==> config.mk <==
export PLATFORM = sky130hd
export DESIGN_NAME = wav_header_chunk_parser
export DESIGN_NICKNAME = d
export VERILOG_FILES = /design/src/design/wavhp_pkg.sv /design/src/design/wav_header_chunk_parser.sv /design/src/design/wavhp_fmt_check.sv /design/src/design/wavhp_parser.sv
export SDC_FILE = /design/constraint.sdc
export NUM_CORES = 1
export LEC_CHECK = 0
export BUFFER_PORTS_ARGS = -buffer_cell sky130_fd_sc_hd__buf_2
export CAP_MARGIN = 20
export CORE_MARGIN = 10
export CORE_UTILIZATION = 45
export CTS_CLUSTER_SIZE = 24
export DETAILED_ROUTE_END_ITERATION = 12
export SYNTH_ARGS = -nofsm -noshare
export SYNTH_HDL_FRONTEND = slang
export SYNTH_SLANG_ARGS = --single-unit
==> constraint.sdc <==
create_clock -name i_clk -period 6.4 [get_ports i_clk]
set_clock_uncertainty 0.05 [all_clocks]
set_input_delay 0.96 -clock i_clk [delete_from_list [all_inputs] [get_ports i_clk]]
set_output_delay 0.96 -clock i_clk [all_outputs]
set_load 0.03 [all_outputs]
==> src/design/wavhp_pkg.sv <==
// Shared types, codes and constants for the WAV header chunk parser.
package wavhp_pkg;

    typedef enum logic [1:0] {
        ACT_BYTE  = 2'd0,
        ACT_EOF   = 2'd1,
        ACT_BEGIN = 2'd2,
        ACT_NONE  = 2'd3
    } t_action;

    typedef enum logic [2:0] {
        ST_OK          = 3'd0,
        ST_SHORT_HDR   = 3'd1,
        ST_BAD_SIG     = 3'd2,
        ST_MISSING     = 3'd3,
        ST_UNSUPPORTED = 3'd4
    } t_status;

    typedef enum logic [1:0] {
        CFG_CODEC    = 2'd0,
        CFG_CHANNELS = 2'd1,
        CFG_RATE     = 2'd2,
        CFG_DEPTH    = 2'd3
    } t_cfg_index;

    // Four-character tags, first character in the low byte.
    localparam logic [31:0] TAG_RIFF = 32'h4646_4952;
    localparam logic [31:0] TAG_WAVE = 32'h4556_4157;
    localparam logic [31:0] TAG_FMT  = 32'h2074_6d66;
    localparam logic [31:0] TAG_DATA = 32'h6174_6164;

    localparam logic [15:0] DEF_CODEC    = 16'd1;
    localparam logic [15:0] DEF_CHANNELS = 16'd2;
    localparam logic [31:0] DEF_RATE     = 32'd48000;
    localparam logic [15:0] DEF_DEPTH    = 16'd16;

    typedef struct packed {
        logic [15:0] codec;
        logic [15:0] channels;
        logic [31:0] rate;
        logic [15:0] depth;
    } t_format;

    typedef struct packed {
        logic        valid;
        t_status     status;
        logic [31:0] size;
        logic [31:0] offset;
    } t_result;

endpackage

==> src/design/wav_header_chunk_parser.sv <==
// Top level of the WAV header chunk parser: handshakes, format registers, result register.
// Items pass from the input register to the result register; an item waits in the input
// register until the result register can take whatever it produces.
// Throughput: one input item per cycle while the input stage is not stalled.
// The input stage stalls only when the result register is full and not being taken.
// Reset (synchronous, active low) clears parse state and both pipeline stages and
// loads the format registers with PCM, two channels, 48000 Hz, 16 bits.
module wav_header_chunk_parser
    import wavhp_pkg::*;
(
    input  logic        i_clk,
    input  logic        i_rst_n,
    input  logic        i_in_valid,
    output logic        o_in_ready,
    input  logic [1:0]  i_action,
    input  logic [7:0]  i_file_byte,
    output logic        o_out_valid,
    input  logic        i_out_ready,
    output logic [2:0]  o_status,
    output logic [31:0] o_payload_size,
    output logic [31:0] o_payload_offset,
    input  logic        i_cfg_wr_en,
    input  logic [1:0]  i_cfg_index,
    input  logic [31:0] i_cfg_wr_data
);

    // Smallest offset an ok status can report: 12-byte RIFF header, an 8-byte fmt
    // header with its 16 bytes, and the 8-byte data header.
    localparam logic [31:0] MIN_DATA_OFFSET = 32'd44;

    // Format registers; the user must write them only while the block is idle (not enforced here).
    t_format r_required;

    always_ff @(posedge i_clk) begin
        if (!i_rst_n) begin
            r_required.codec    <= DEF_CODEC;
            r_required.channels <= DEF_CHANNELS;
            r_required.rate     <= DEF_RATE;
            r_required.depth    <= DEF_DEPTH;
        end else if (i_cfg_wr_en) begin
            unique case (t_cfg_index'(i_cfg_index))
                CFG_CODEC:    r_required.codec    <= i_cfg_wr_data[15:0];
                CFG_CHANNELS: r_required.channels <= i_cfg_wr_data[15:0];
                CFG_RATE:     r_required.rate     <= i_cfg_wr_data;
                CFG_DEPTH:    r_required.depth    <= i_cfg_wr_data[15:0];
                default: ;
            endcase
        end
    end

    // Input register. The held item is processed in the cycle the result
    // register can take whatever it produces, so every step is allowed to emit.
    logic       r_in_valid;
    logic [1:0] r_action;
    logic [7:0] r_byte;
    logic       step;
    logic       r_out_valid;

    assign step       = r_in_valid && (!r_out_valid || i_out_ready);
    assign o_in_ready = !r_in_valid || step;

    always_ff @(posedge i_clk) begin
        if (!i_rst_n) begin
            r_in_valid <= 1'b0;
        end else if (o_in_ready) begin
            r_in_valid <= i_in_valid;
        end
    end

    always_ff @(posedge i_clk) begin
        if (i_in_valid && o_in_ready) begin
            r_action <= i_action;
            r_byte   <= i_file_byte;
        end
    end

    // Parser core: all state changes for one byte or command happen in the step cycle.
    t_result res;
    logic    finished;

    wavhp_parser u_parser (
        .i_clk      (i_clk),
        .i_rst_n    (i_rst_n),
        .i_step     (step),
        .i_action   (t_action'(r_action)),
        .i_byte     (r_byte),
        .i_required (r_required),
        .o_res      (res),
        .o_finished (finished)
    );

    // Result register. It frees itself when the consumer takes the transfer and
    // reloads in the same cycle if the next step emits a status.
    t_status     r_status;
    logic [31:0] r_size;
    logic [31:0] r_offset;

    always_ff @(posedge i_clk) begin
        if (!i_rst_n) begin
            r_out_valid <= 1'b0;
        end else if (step && res.valid) begin
            r_out_valid <= 1'b1;
        end else if (i_out_ready) begin
            r_out_valid <= 1'b0;
        end
    end

    always_ff @(posedge i_clk) begin
        if (step && res.valid) begin
            r_status <= res.status;
            r_size   <= res.size;
            r_offset <= res.offset;
        end
    end

    assign o_out_valid      = r_out_valid;
    assign o_status         = r_status;
    assign o_payload_size   = r_size;
    assign o_payload_offset = r_offset;

    // An ok status always comes with a non-empty data chunk behind a full header.
    a_ok_has_payload: assert property (@(posedge i_clk) disable iff (!i_rst_n)
        (r_out_valid && r_status == ST_OK)
        |-> (r_size != 32'd0 && r_offset >= MIN_DATA_OFFSET))
        else $error("ok status without a plausible data chunk");

    // Any failing status carries zero size and offset.
    a_fail_zero_fields: assert property (@(posedge i_clk) disable iff (!i_rst_n)
        (r_out_valid && r_status != ST_OK)
        |-> (r_size == 32'd0 && r_offset == 32'd0))
        else $error("failing status with nonzero payload fields");

    // Emitting a status closes the parse until the next begin.
    a_emit_finishes: assert property (@(posedge i_clk) disable iff (!i_rst_n)
        (step && res.valid) |=> finished)
        else $error("parser not finished after emitting a status");

    // A finished parse only emits again after a begin command.
    a_single_status: assert property (@(posedge i_clk) disable iff (!i_rst_n)
        (step && finished && res.valid) |-> 1'b0)
        else $error("second status emitted for one file");

endmodule

==> src/design/wavhp_fmt_check.sv <==
// Compares the captured fmt chunk fields against the required format.
module wavhp_fmt_check
    import wavhp_pkg::*;
(
    input  t_format i_seen,
    input  t_format i_required,
    output logic    o_match
);

    assign o_match = (i_seen.codec == i_required.codec)
                  && (i_seen.channels == i_required.channels)
                  && (i_seen.rate == i_required.rate)
                  && (i_seen.depth == i_required.depth);

endmodule

==> src/design/wavhp_parser.sv <==
// Chunk walking state machine: one file byte or command per step.
module wavhp_parser
    import wavhp_pkg::*;
(
    input  logic    i_clk,
    input  logic    i_rst_n,
    input  logic    i_step,
    input  t_action i_action,
    input  logic [7:0] i_byte,
    input  t_format i_required,
    output t_result o_res,
    output logic    o_finished
);

    typedef enum logic [1:0] {
        PH_RIFF = 2'd0,
        PH_HEAD = 2'd1,
        PH_FMT  = 2'd2,
        PH_SKIP = 2'd3
    } t_phase;

    localparam logic [4:0]  RIFF_HDR_BYTES  = 5'd12;
    localparam logic [4:0]  CHUNK_HDR_BYTES = 5'd8;
    localparam logic [4:0]  TAG_BYTES       = 5'd4;
    localparam logic [4:0]  FMT_BYTES       = 5'd16;
    localparam logic [4:0]  FMT_CODEC_LO    = 5'd0;
    localparam logic [4:0]  FMT_CODEC_HI    = 5'd1;
    localparam logic [4:0]  FMT_CHAN_LO     = 5'd2;
    localparam logic [4:0]  FMT_CHAN_HI     = 5'd3;
    localparam logic [4:0]  FMT_RATE_B0     = 5'd4;
    localparam logic [4:0]  FMT_RATE_B1     = 5'd5;
    localparam logic [4:0]  FMT_RATE_B2     = 5'd6;
    localparam logic [4:0]  FMT_RATE_B3     = 5'd7;
    localparam logic [4:0]  FMT_DEPTH_LO    = 5'd14;
    localparam logic [4:0]  FMT_DEPTH_HI    = 5'd15;
    localparam logic [31:0] POS_MAX         = '1;

    t_phase      r_phase, n_phase;
    logic [4:0]  r_count, n_count;
    logic [31:0] r_tag, n_tag;
    logic [31:0] r_size, n_size;
    logic [31:0] r_skip, n_skip;
    logic [31:0] r_pos, n_pos;
    t_format     r_fmt, n_fmt;
    logic        r_fmt_found, n_fmt_found;
    logic        r_finished, n_finished;

    logic [31:0] byte_sh;
    logic [31:0] pos_inc;
    logic [31:0] skip_dec;
    logic [4:0]  count_inc;
    logic        fmt_match;
    t_result     res;

    wavhp_fmt_check u_fmt_check (
        .i_seen     (r_fmt),
        .i_required (i_required),
        .o_match    (fmt_match)
    );

    assign byte_sh   = {24'h0, i_byte} << {r_count[1:0], 3'b000};
    assign pos_inc   = (r_pos == POS_MAX) ? r_pos : r_pos + 32'd1;
    assign skip_dec  = (r_skip != 32'd0) ? r_skip - 32'd1 : r_skip;
    assign count_inc = r_count + 5'd1;

    always_comb begin
        n_phase     = r_phase;
        n_count     = r_count;
        n_tag       = r_tag;
        n_size      = r_size;
        n_skip      = r_skip;
        n_pos       = r_pos;
        n_fmt       = r_fmt;
        n_fmt_found = r_fmt_found;
        n_finished  = r_finished;
        res         = '0;
        res.status  = ST_OK;

        if (i_step) begin
            unique case (i_action)
                ACT_BEGIN: begin
                    n_phase     = PH_RIFF;
                    n_count     = '0;
                    n_tag       = '0;
                    n_size      = '0;
                    n_skip      = '0;
                    n_pos       = '0;
                    n_fmt       = '0;
                    n_fmt_found = 1'b0;
                    n_finished  = 1'b0;
                end
                ACT_EOF: begin
                    if (!r_finished) begin
                        res.valid  = 1'b1;
                        res.status = (r_phase == PH_RIFF) ? ST_SHORT_HDR : ST_MISSING;
                        n_finished = 1'b1;
                    end
                end
                ACT_BYTE: begin
                    if (!r_finished) begin
                        n_pos = pos_inc;
                        unique case (r_phase)
                            PH_RIFF: begin
                                if (r_count < TAG_BYTES) begin
                                    n_tag = r_tag | byte_sh;
                                end else if (r_count >= CHUNK_HDR_BYTES) begin
                                    n_size = r_size | byte_sh;
                                end
                                n_count = count_inc;
                                if (count_inc >= RIFF_HDR_BYTES) begin
                                    if (n_tag != TAG_RIFF || n_size != TAG_WAVE) begin
                                        res.valid  = 1'b1;
                                        res.status = ST_BAD_SIG;
                                        n_finished = 1'b1;
                                    end else begin
                                        n_phase = PH_HEAD;
                                        n_count = '0;
                                        n_tag   = '0;
                                        n_size  = '0;
                                    end
                                end
                            end
                            PH_HEAD: begin
                                if (r_count < TAG_BYTES) begin
                                    n_tag = r_tag | byte_sh;
                                end else begin
                                    n_size = r_size | byte_sh;
                                end
                                n_count = count_inc;
                                if (count_inc >= CHUNK_HDR_BYTES) begin
                                    if (n_tag == TAG_FMT) begin
                                        n_phase = PH_FMT;
                                        n_count = '0;
                                    end else if (n_tag == TAG_DATA) begin
                                        res.valid  = 1'b1;
                                        n_finished = 1'b1;
                                        if (!r_fmt_found || n_size == 32'd0) begin
                                            res.status = ST_MISSING;
                                        end else if (!fmt_match) begin
                                            res.status = ST_UNSUPPORTED;
                                        end else begin
                                            res.status = ST_OK;
                                            res.size   = n_size;
                                            res.offset = pos_inc;
                                        end
                                    end else if (n_size == 32'd0) begin
                                        n_phase = PH_HEAD;
                                        n_count = '0;
                                        n_tag   = '0;
                                        n_size  = '0;
                                    end else begin
                                        n_skip  = n_size;
                                        n_phase = PH_SKIP;
                                    end
                                end
                            end
                            PH_FMT: begin
                                case (r_count)
                                    FMT_CODEC_LO: n_fmt.codec = {8'h0, i_byte};
                                    FMT_CODEC_HI: n_fmt.codec[15:8] = i_byte;
                                    FMT_CHAN_LO:  n_fmt.channels = {8'h0, i_byte};
                                    FMT_CHAN_HI:  n_fmt.channels[15:8] = i_byte;
                                    FMT_RATE_B0:  n_fmt.rate = {24'h0, i_byte};
                                    FMT_RATE_B1, FMT_RATE_B2, FMT_RATE_B3:
                                        n_fmt.rate = r_fmt.rate | byte_sh;
                                    FMT_DEPTH_LO: n_fmt.depth = {8'h0, i_byte};
                                    FMT_DEPTH_HI: n_fmt.depth[15:8] = i_byte;
                                    default: ;
                                endcase
                                n_count = count_inc;
                                if (count_inc >= FMT_BYTES) begin
                                    n_fmt_found = 1'b1;
                                    if (r_size > {27'h0, FMT_BYTES}) begin
                                        n_skip  = r_size - {27'h0, FMT_BYTES};
                                        n_phase = PH_SKIP;
                                    end else begin
                                        n_phase = PH_HEAD;
                                        n_count = '0;
                                        n_tag   = '0;
                                        n_size  = '0;
                                    end
                                end
                            end
                            PH_SKIP: begin
                                n_skip = skip_dec;
                                if (skip_dec == 32'd0) begin
                                    n_phase = PH_HEAD;
                                    n_count = '0;
                                    n_tag   = '0;
                                    n_size  = '0;
                                end
                            end
                            default: ;
                        endcase
                    end
                end
                default: ;
            endcase
        end
    end

    always_ff @(posedge i_clk) begin
        if (!i_rst_n) begin
            r_phase     <= PH_RIFF;
            r_count     <= '0;
            r_tag       <= '0;
            r_size      <= '0;
            r_skip      <= '0;
            r_pos       <= '0;
            r_fmt       <= '0;
            r_fmt_found <= 1'b0;
            r_finished  <= 1'b0;
        end else begin
            r_phase     <= n_phase;
            r_count     <= n_count;
            r_tag       <= n_tag;
            r_size      <= n_size;
            r_skip      <= n_skip;
            r_pos       <= n_pos;
            r_fmt       <= n_fmt;
            r_fmt_found <= n_fmt_found;
            r_finished  <= n_finished;
        end
    end

    assign o_res      = res;
    assign o_finished = r_finished;

endmodule

==> impl_metrics.yaml, run 1 <==
timing:
  setup_viol: 0
  timing.max_slew.rel_slack_pct: 26.16
  period_needed_ps: 5044
  timing_max_transition_violations_final: 0
  timing.final.crit_share_pct: 78.81
  finalHoldViolations: 0
  rsz0062_at_grt: "false"
  worstMarginPinSlew_ps: 1097
  timing.setup.tns_ps: 0
  holdWs_ps: 408.0
  max_clock_freq_ghz: 0.1983
synthesis:
  yosysWarningCount: 0
  synth-seq-cells: 376
  synthesis.instances: 2401
  synth_nets: 2464
  ys.flop_type: "sky130_fd_sc_hd__dfxtp_1"
  post_synth_instance_area_sq_um: 19260
  synthDistinctLibCells: 91
  post_synthesis_async_set_or_reset_flop_share_pct: 0
  synth-seq-area-share_pct: 43.07
  edff_count_synth: 77
  syn_avg_cell_area_sq_um: 8.024
setup_path:
  crit_chain: "nor2b_2 > a31oi_1 > nor4_1 > nand4_1 > a2111o_1 > or3_1 > nor2b_1 > nor3_1 > nor2_4 > buf_4"
  worstPathBufferInverterCount: 1
  worstRegToRegCells: 10
  crit_arrival_ps: 5200
  timing.setup.critical_path_class: "register to register"
  cpLargestDelayFamily: "simple AND/OR/NAND/NOR gates"
  endpoint_kind: "register"
  startpoint_type: "register"
  stages_on_the_worst_setup_path: 10
  worst_setup_path_startpoint: "u_parser.r_count[1]"
  cp_slowest_cell: "sky130_fd_sc_hd__dfxtp_1"
  critPathRequiredTime_ps: 6560
  cp_slowest_stage_delay_ps: 870
  reg2reg_from: "u_parser.r_count[1]"
  cp_max_fo: 68
floorplan:
  dieWidth_um: 226.9
  dieHeight_um: 226.9
  start_util_pct: 45.72
  placement_rows: 75
  dieArea_sq_um: 51490
  io-pin-count: 118
  core_region_area_sq_um: 42130
clocking:
  clock_latency_ps: 570
  tritoncts_clock_tree: "yes"
  ctsLongestPathBuffers: 3
  cts-resized-gates: 0
  clock_sinks: 376
  h-tree-depth: 2
  cts_root_buffer: "sky130_fd_sc_hd__clkbuf_16"
  cts_post_setup_buffers_inserted: 0
  reg_clk_slew_reported_paths_ps: 60
  cts_hold_buf: 0
  tritoncts.num_buffers: 42
drt:
  dr_iter_0_viols: 2081
  drt_pre_antenna_iters: 7
  ant_nets: 0
  drc_errors: 0
  vias: 18363
  totalWireLength_um: 67630
  vias_per_cell: 6.179
  wire_per_inst_um: 22.75
global_routing:
  maximum_number_of_pins_on_one_net_before_global_route_repair: 159
  grt_pass1_wl_um: 102300
  antenna_found_initial: 0
  sum_of_overflow_across_all_layers_after_global_routing: 0
  overall_routing_resource_usage_pct: 25.49
  first_global_vias: 17118
power:
  p_leak_nw: 7.892
  power_density_nw_per_um2: 240.3
  ir_worst_vdd_mv: 0.2017
finish:
  drive_gt1_share_pct: 10.65
  nets: 2466
  layout-area-overhead-vs-synth_pct: 11.15
outcome:
  outcome: "completed"
place:
  portBuffers: 117
  place.gp.congestion: 0.9579
  place_hpwl_um: 46580
worst_hold_path:
  hold_path.startpoint: "u_parser.r_tag[14]"
  min_delay_path_depth: 2
  min-delay-path-class: "register to register"
job:
  drv_cap: 0
logic make-up (layout without fill, tap and decap cells):
family | Yosys count | in the layout | synth area share [%]
mux | 11 | 11 | 0.5975
compound gates | 603 | 603 | 19.88
other cells | 0 | 1 | 0
fa+ha+maj | 15 | 15 | 0.9612
flops | 376 | 376 | 43.07
simple gates | 1039 | 1039 | 24.82
xor+xnor | 131 | 131 | 5.956
buf+inv | 226 | 257 | 4.709
registers in the layout, summed over array words and instances, names as in the netlist:
name and flops:
u_parser.r_tag 32, u_parser.r_fmt 80, u_parser.r_phase 2, r_action 2, o_payload_size 32, u_parser.r_pos 32
u_parser.o_finished 1, r_in_valid 1, u_parser.r_size 32, u_parser.r_count 5, r_byte 8, o_status 3
u_parser.r_fmt_found 1, r_required 80, u_parser.r_skip 32, o_payload_offset 32, o_out_valid 1
worst min-delay path, stage by stage (launching register included):
cell and delay, ps:
sky130_fd_sc_hd__dfxtp_1 290, sky130_fd_sc_hd__inv_1 60, sky130_fd_sc_hd__a21oi_1 60
report_power, final:
part / internal [mW] / switching (mW)
sequential: 2.44 / 0.0306
combinational: 0.0746 / 0.204
clock: 1.38 / 1.01
layout make-up:
cell class / count / area (sq um)
Fill cell: 4076 / 20720
Multi-Input combinational cell: 1799 / 10110
Sequential cell: 376 / 8298
Clock buffer: 52 / 1134
Timing Repair Buffer: 151 / 873.3
Tap cell: 539 / 674.4
Clock inverter: 21 / 195.2
Inverter: 33 / 128.9
Antenna cell: 1 / 2.502
path summary, 6_finish.rpt:
path	slack (ps)	to
setup reg to reg	1360	o_payload_size[13]
hold reg to reg	410	u_parser.r_tag[14]
setup / recovery	1360	o_payload_size[13]
hold / removal	410	u_parser.r_tag[14]
stage by stage:
step                instance area, sq um  power, mW  utilization [%]  setup WS [ps]  cells
floorplan                          19260      2.692                -          920.5   2401
global placement                   20050      2.795            47.58           1578   2896
detailed placement                 20070      2.799            47.63           1525   2897
CTS                                21400      5.171            50.78           1504   2970
global route                       21410      5.288            50.82           1056   2971
finish                             21410      5.145            50.82           1356   2972
layout by cell type (no fill, tap or decap), types with 39 or more instances in the layout:
cell type                   count
sky130_fd_sc_hd__edfxtp_1      77
sky130_fd_sc_hd__xnor2_1       75
sky130_fd_sc_hd__nand2_1      321
sky130_fd_sc_hd__o21ai_0       71
sky130_fd_sc_hd__xor2_1        56
sky130_fd_sc_hd__buf_2        117
sky130_fd_sc_hd__dfxtp_1      299
sky130_fd_sc_hd__a31oi_1      103
sky130_fd_sc_hd__a21oi_1      237
sky130_fd_sc_hd__nor3_1        78
sky130_fd_sc_hd__clkbuf_16     43
sky130_fd_sc_hd__nand3_1       64
sky130_fd_sc_hd__nand4_1       39
sky130_fd_sc_hd__nor2_1       350
Yosys cell counts, types with 15 or more instances:
cell type                  instances  area [sq um]
sky130_fd_sc_hd__xor2_1           56         490.5
sky130_fd_sc_hd__a31oi_1         103         644.4
sky130_fd_sc_hd__nor4_1           38         237.7
sky130_fd_sc_hd__and3_1           25         156.4
sky130_fd_sc_hd__dfxtp_1         299          5986
sky130_fd_sc_hd__inv_1            33         123.9
sky130_fd_sc_hd__o21ai_0          71         355.3
sky130_fd_sc_hd__a211oi_1         25         187.7
sky130_fd_sc_hd__clkbuf_1        154         578.1
sky130_fd_sc_hd__a22oi_1          15         112.6
sky130_fd_sc_hd__a21oi_1         238          1191
sky130_fd_sc_hd__nor2_1          354          1329
sky130_fd_sc_hd__nor2b_1          15         93.84
sky130_fd_sc_hd__edfxtp_1         77          2312
sky130_fd_sc_hd__or3_1            18         112.6
sky130_fd_sc_hd__a32oi_1          19         166.4
sky130_fd_sc_hd__nand3_1          64         320.3
sky130_fd_sc_hd__nor3_1           79         395.4
sky130_fd_sc_hd__nand4_1          39         244.0
sky130_fd_sc_hd__o22ai_1          18         112.6
sky130_fd_sc_hd__buf_2            17         85.08
sky130_fd_sc_hd__xnor2_1          75         656.9
sky130_fd_sc_hd__nand2_1         321          1205
metal layers:
metal	vias up	GRT usage [%]	routed length, um
met3	152	5.245	6010
met5	-	0	0
met1	8751	33.07	28330
li1	8582	-	-
met4	0	9.565	2368
met2	878	41.08	30920
Note: power is estimated with default switching activity, not from simulation.
==> inputs of run 2 (changes only) <==
==> constraint.sdc (replaced) <==
create_clock -name i_clk -period 5.2 [get_ports i_clk]
set_clock_uncertainty 0.05 [all_clocks]
set_input_delay 0.78 -clock i_clk [delete_from_list [all_inputs] [get_ports i_clk]]
set_output_delay 0.78 -clock i_clk [all_outputs]
set_load 0.03 [all_outputs]
==> run 2 against run 1 <==
  * Sequential share of layout area decreased by 0.37 points
  * Largest power group unchanged
  * Die area unchanged
  * Clock power increased by 24%
  * Critical path type unchanged
==> impl_metrics.yaml, run 2 (synthesized netlist as in run 1, its figures left out) <==
outcome:
  outcome: "completed"
setup_path:
  endpoint_kind: "register"
  crit_arrival_ps: 5010
  cp_slowest_stage_delay_ps: 900
  critPathRequiredTime_ps: 5440
  startpoint_type: "register"
  timing.setup.critical_path_class: "register to register"
  cp_max_fo: 29
  crit_chain: "nor2b_2 > buf_4 > a31oi_1 > nor4b_1 > nand2_1 > o41ai_1 > nor2_1 > nand2_1 > or2_2 > buf_4 > nor2_1"
  cp_slowest_cell: "sky130_fd_sc_hd__dfxtp_1"
timing:
  timing.final.crit_share_pct: 91.83
  worstMarginPinSlew_ps: 1151
  holdWs_ps: 335.5
  rsz0062_at_grt: "false"
  setup_ws_ps: 424.6
  timing.max_slew.rel_slack_pct: 22.66
  finalHoldViolations: 0
  timing_max_transition_violations_final: 0
  setup_viol: 0
  period_needed_ps: 4775
  timing.setup.tns_ps: 0
  max_clock_freq_ghz: 0.2094
finish:
  area.sequential_sq_um: 8298
  layout-area-overhead-vs-synth_pct: 12.22
  drive_gt1_share_pct: 11.63
  nFillCells: 4101
  layout_commonest_cell: "sky130_fd_sc_hd__nor2_1"
  layout_common_cells: "sky130_fd_sc_hd__nor2_1 (350), sky130_fd_sc_hd__nand2_1 (321), sky130_fd_sc_hd__dfxtp_1 (299), sky130_fd_sc_hd__a21oi_1 (237), sky130_fd_sc_hd__buf_2 (117)"
  num_antenna_cells: 0
  multi_input_area_sq_um: 10110
  nets: 2491
  reg.largest.list: "r_required x80, u_parser.r_fmt x80"
power:
  p_total_mw: 6.355
  p_leak_nw: 8.034
  ir_worst_vdd_mv: 0.2941
  power_density_nw_per_um2: 294.0
place:
  portBuffers: 117
  pre_cts_slack_ps: 652.0
  place_hpwl_um: 47830
  place.gp.congestion: 0.9794
global_routing:
  first_global_vias: 17382
  grt_pass1_wl_um: 103500
  antenna_found_initial: 0
  sum_of_overflow_across_all_layers_after_global_routing: 0
  overall_routing_resource_usage_pct: 25.67
  maximum_number_of_pins_on_one_net_before_global_route_repair: 90
clocking:
  reg_clk_slew_reported_paths_ps: 70
  clock_latency_ps: 580
  clock_sinks: 376
  h-tree-depth: 2
  cts_post_setup_buffers_inserted: 0
  cts_hold_buf: 0
  ctsLongestPathBuffers: 3
  cts-resized-gates: 0
  tritoncts.num_buffers: 41
  cts_root_buffer: "sky130_fd_sc_hd__clkbuf_16"
  tritoncts_clock_tree: "yes"
job:
  drv_cap: 0
floorplan:
  start_util_pct: 45.72
  dieHeight_um: 226.9
  placement_rows: 75
  core_region_area_sq_um: 42130
  io-pin-count: 118
  dieArea_sq_um: 51490
  dieWidth_um: 226.9
drt:
  vias_per_cell: 6.132
  drt_pre_antenna_iters: 10
  ant_nets: 0
  wire_per_inst_um: 22.47
  dr_iter_0_viols: 1958
  totalWireLength_um: 67390
  drc_errors: 0
  vias: 18391
worst_hold_path:
  min-delay-path-class: "input port to register"
==> run 2: critical path: cells and delay by family, from the launching register on <==
kind                   cells  cell delay, ps
AOI/OAI and AO/OA          2             790
and+or+nand+nor            7            2120
DFF                        1             900
buffers and inverters      2             600
==> run 2: final cells by class <==
class / count / share of cell area, %
Inverter: 33 / 0.5961
Clock buffer: 60 / 5.492
Tap cell: 539 / 3.119
Sequential cell: 376 / 38.38
Timing Repair Buffer: 177 / 4.850
Clock inverter: 15 / 0.8102
Multi-Input combinational cell: 1799 / 46.75
==> run 2: worst paths after layout <==
path | endpoint | cells after the start | slack, ps | startpoint
hold reg to reg | u_parser.r_tag[14] | 2 | 420 | u_parser.r_tag[14]
setup reg to reg | o_payload_size[18] | 11 | 420 | u_parser.r_count[1]
setup / recovery | o_payload_size[18] | 11 | 420 | u_parser.r_count[1]
hold / removal | r_action[0] | 1 | 340 | i_action[0]
==> run 2: layer usage <==
| metal | vias up | track usage (%) | part of all wire, % |
|---|---|---|---|
| met2 | 870 | 41.38 | 46 |
| met1 | 8712 | 33.38 | 42 |
| li1 | 8648 | - | - |
| met3 | 161 | 4.664 | 8.3 |
| met4 | 0 | 10.43 | 4.2 |
| met5 | - | 0 | 0 |
==> run 2: power by group <==
part	internal (mW)	switching, mW
clock	1.74	1.22
sequential	3.01	0.0459
combinational	0.0976	0.243
total	4.84	1.51
==> run 2: per-stage QoR <==
step | utilization, % | cells | area, sq um
6_report | 51.31 | 2999 | 21620
5_1_grt | 51.31 | 2999 | 21620
4_1_cts | 51.31 | 2999 | 21620
3_5_place_dp | 48.08 | 2924 | 20260
3_3_place_gp | 48.08 | 2924 | 20260
2_1_floorplan | - | 2401 | 19270
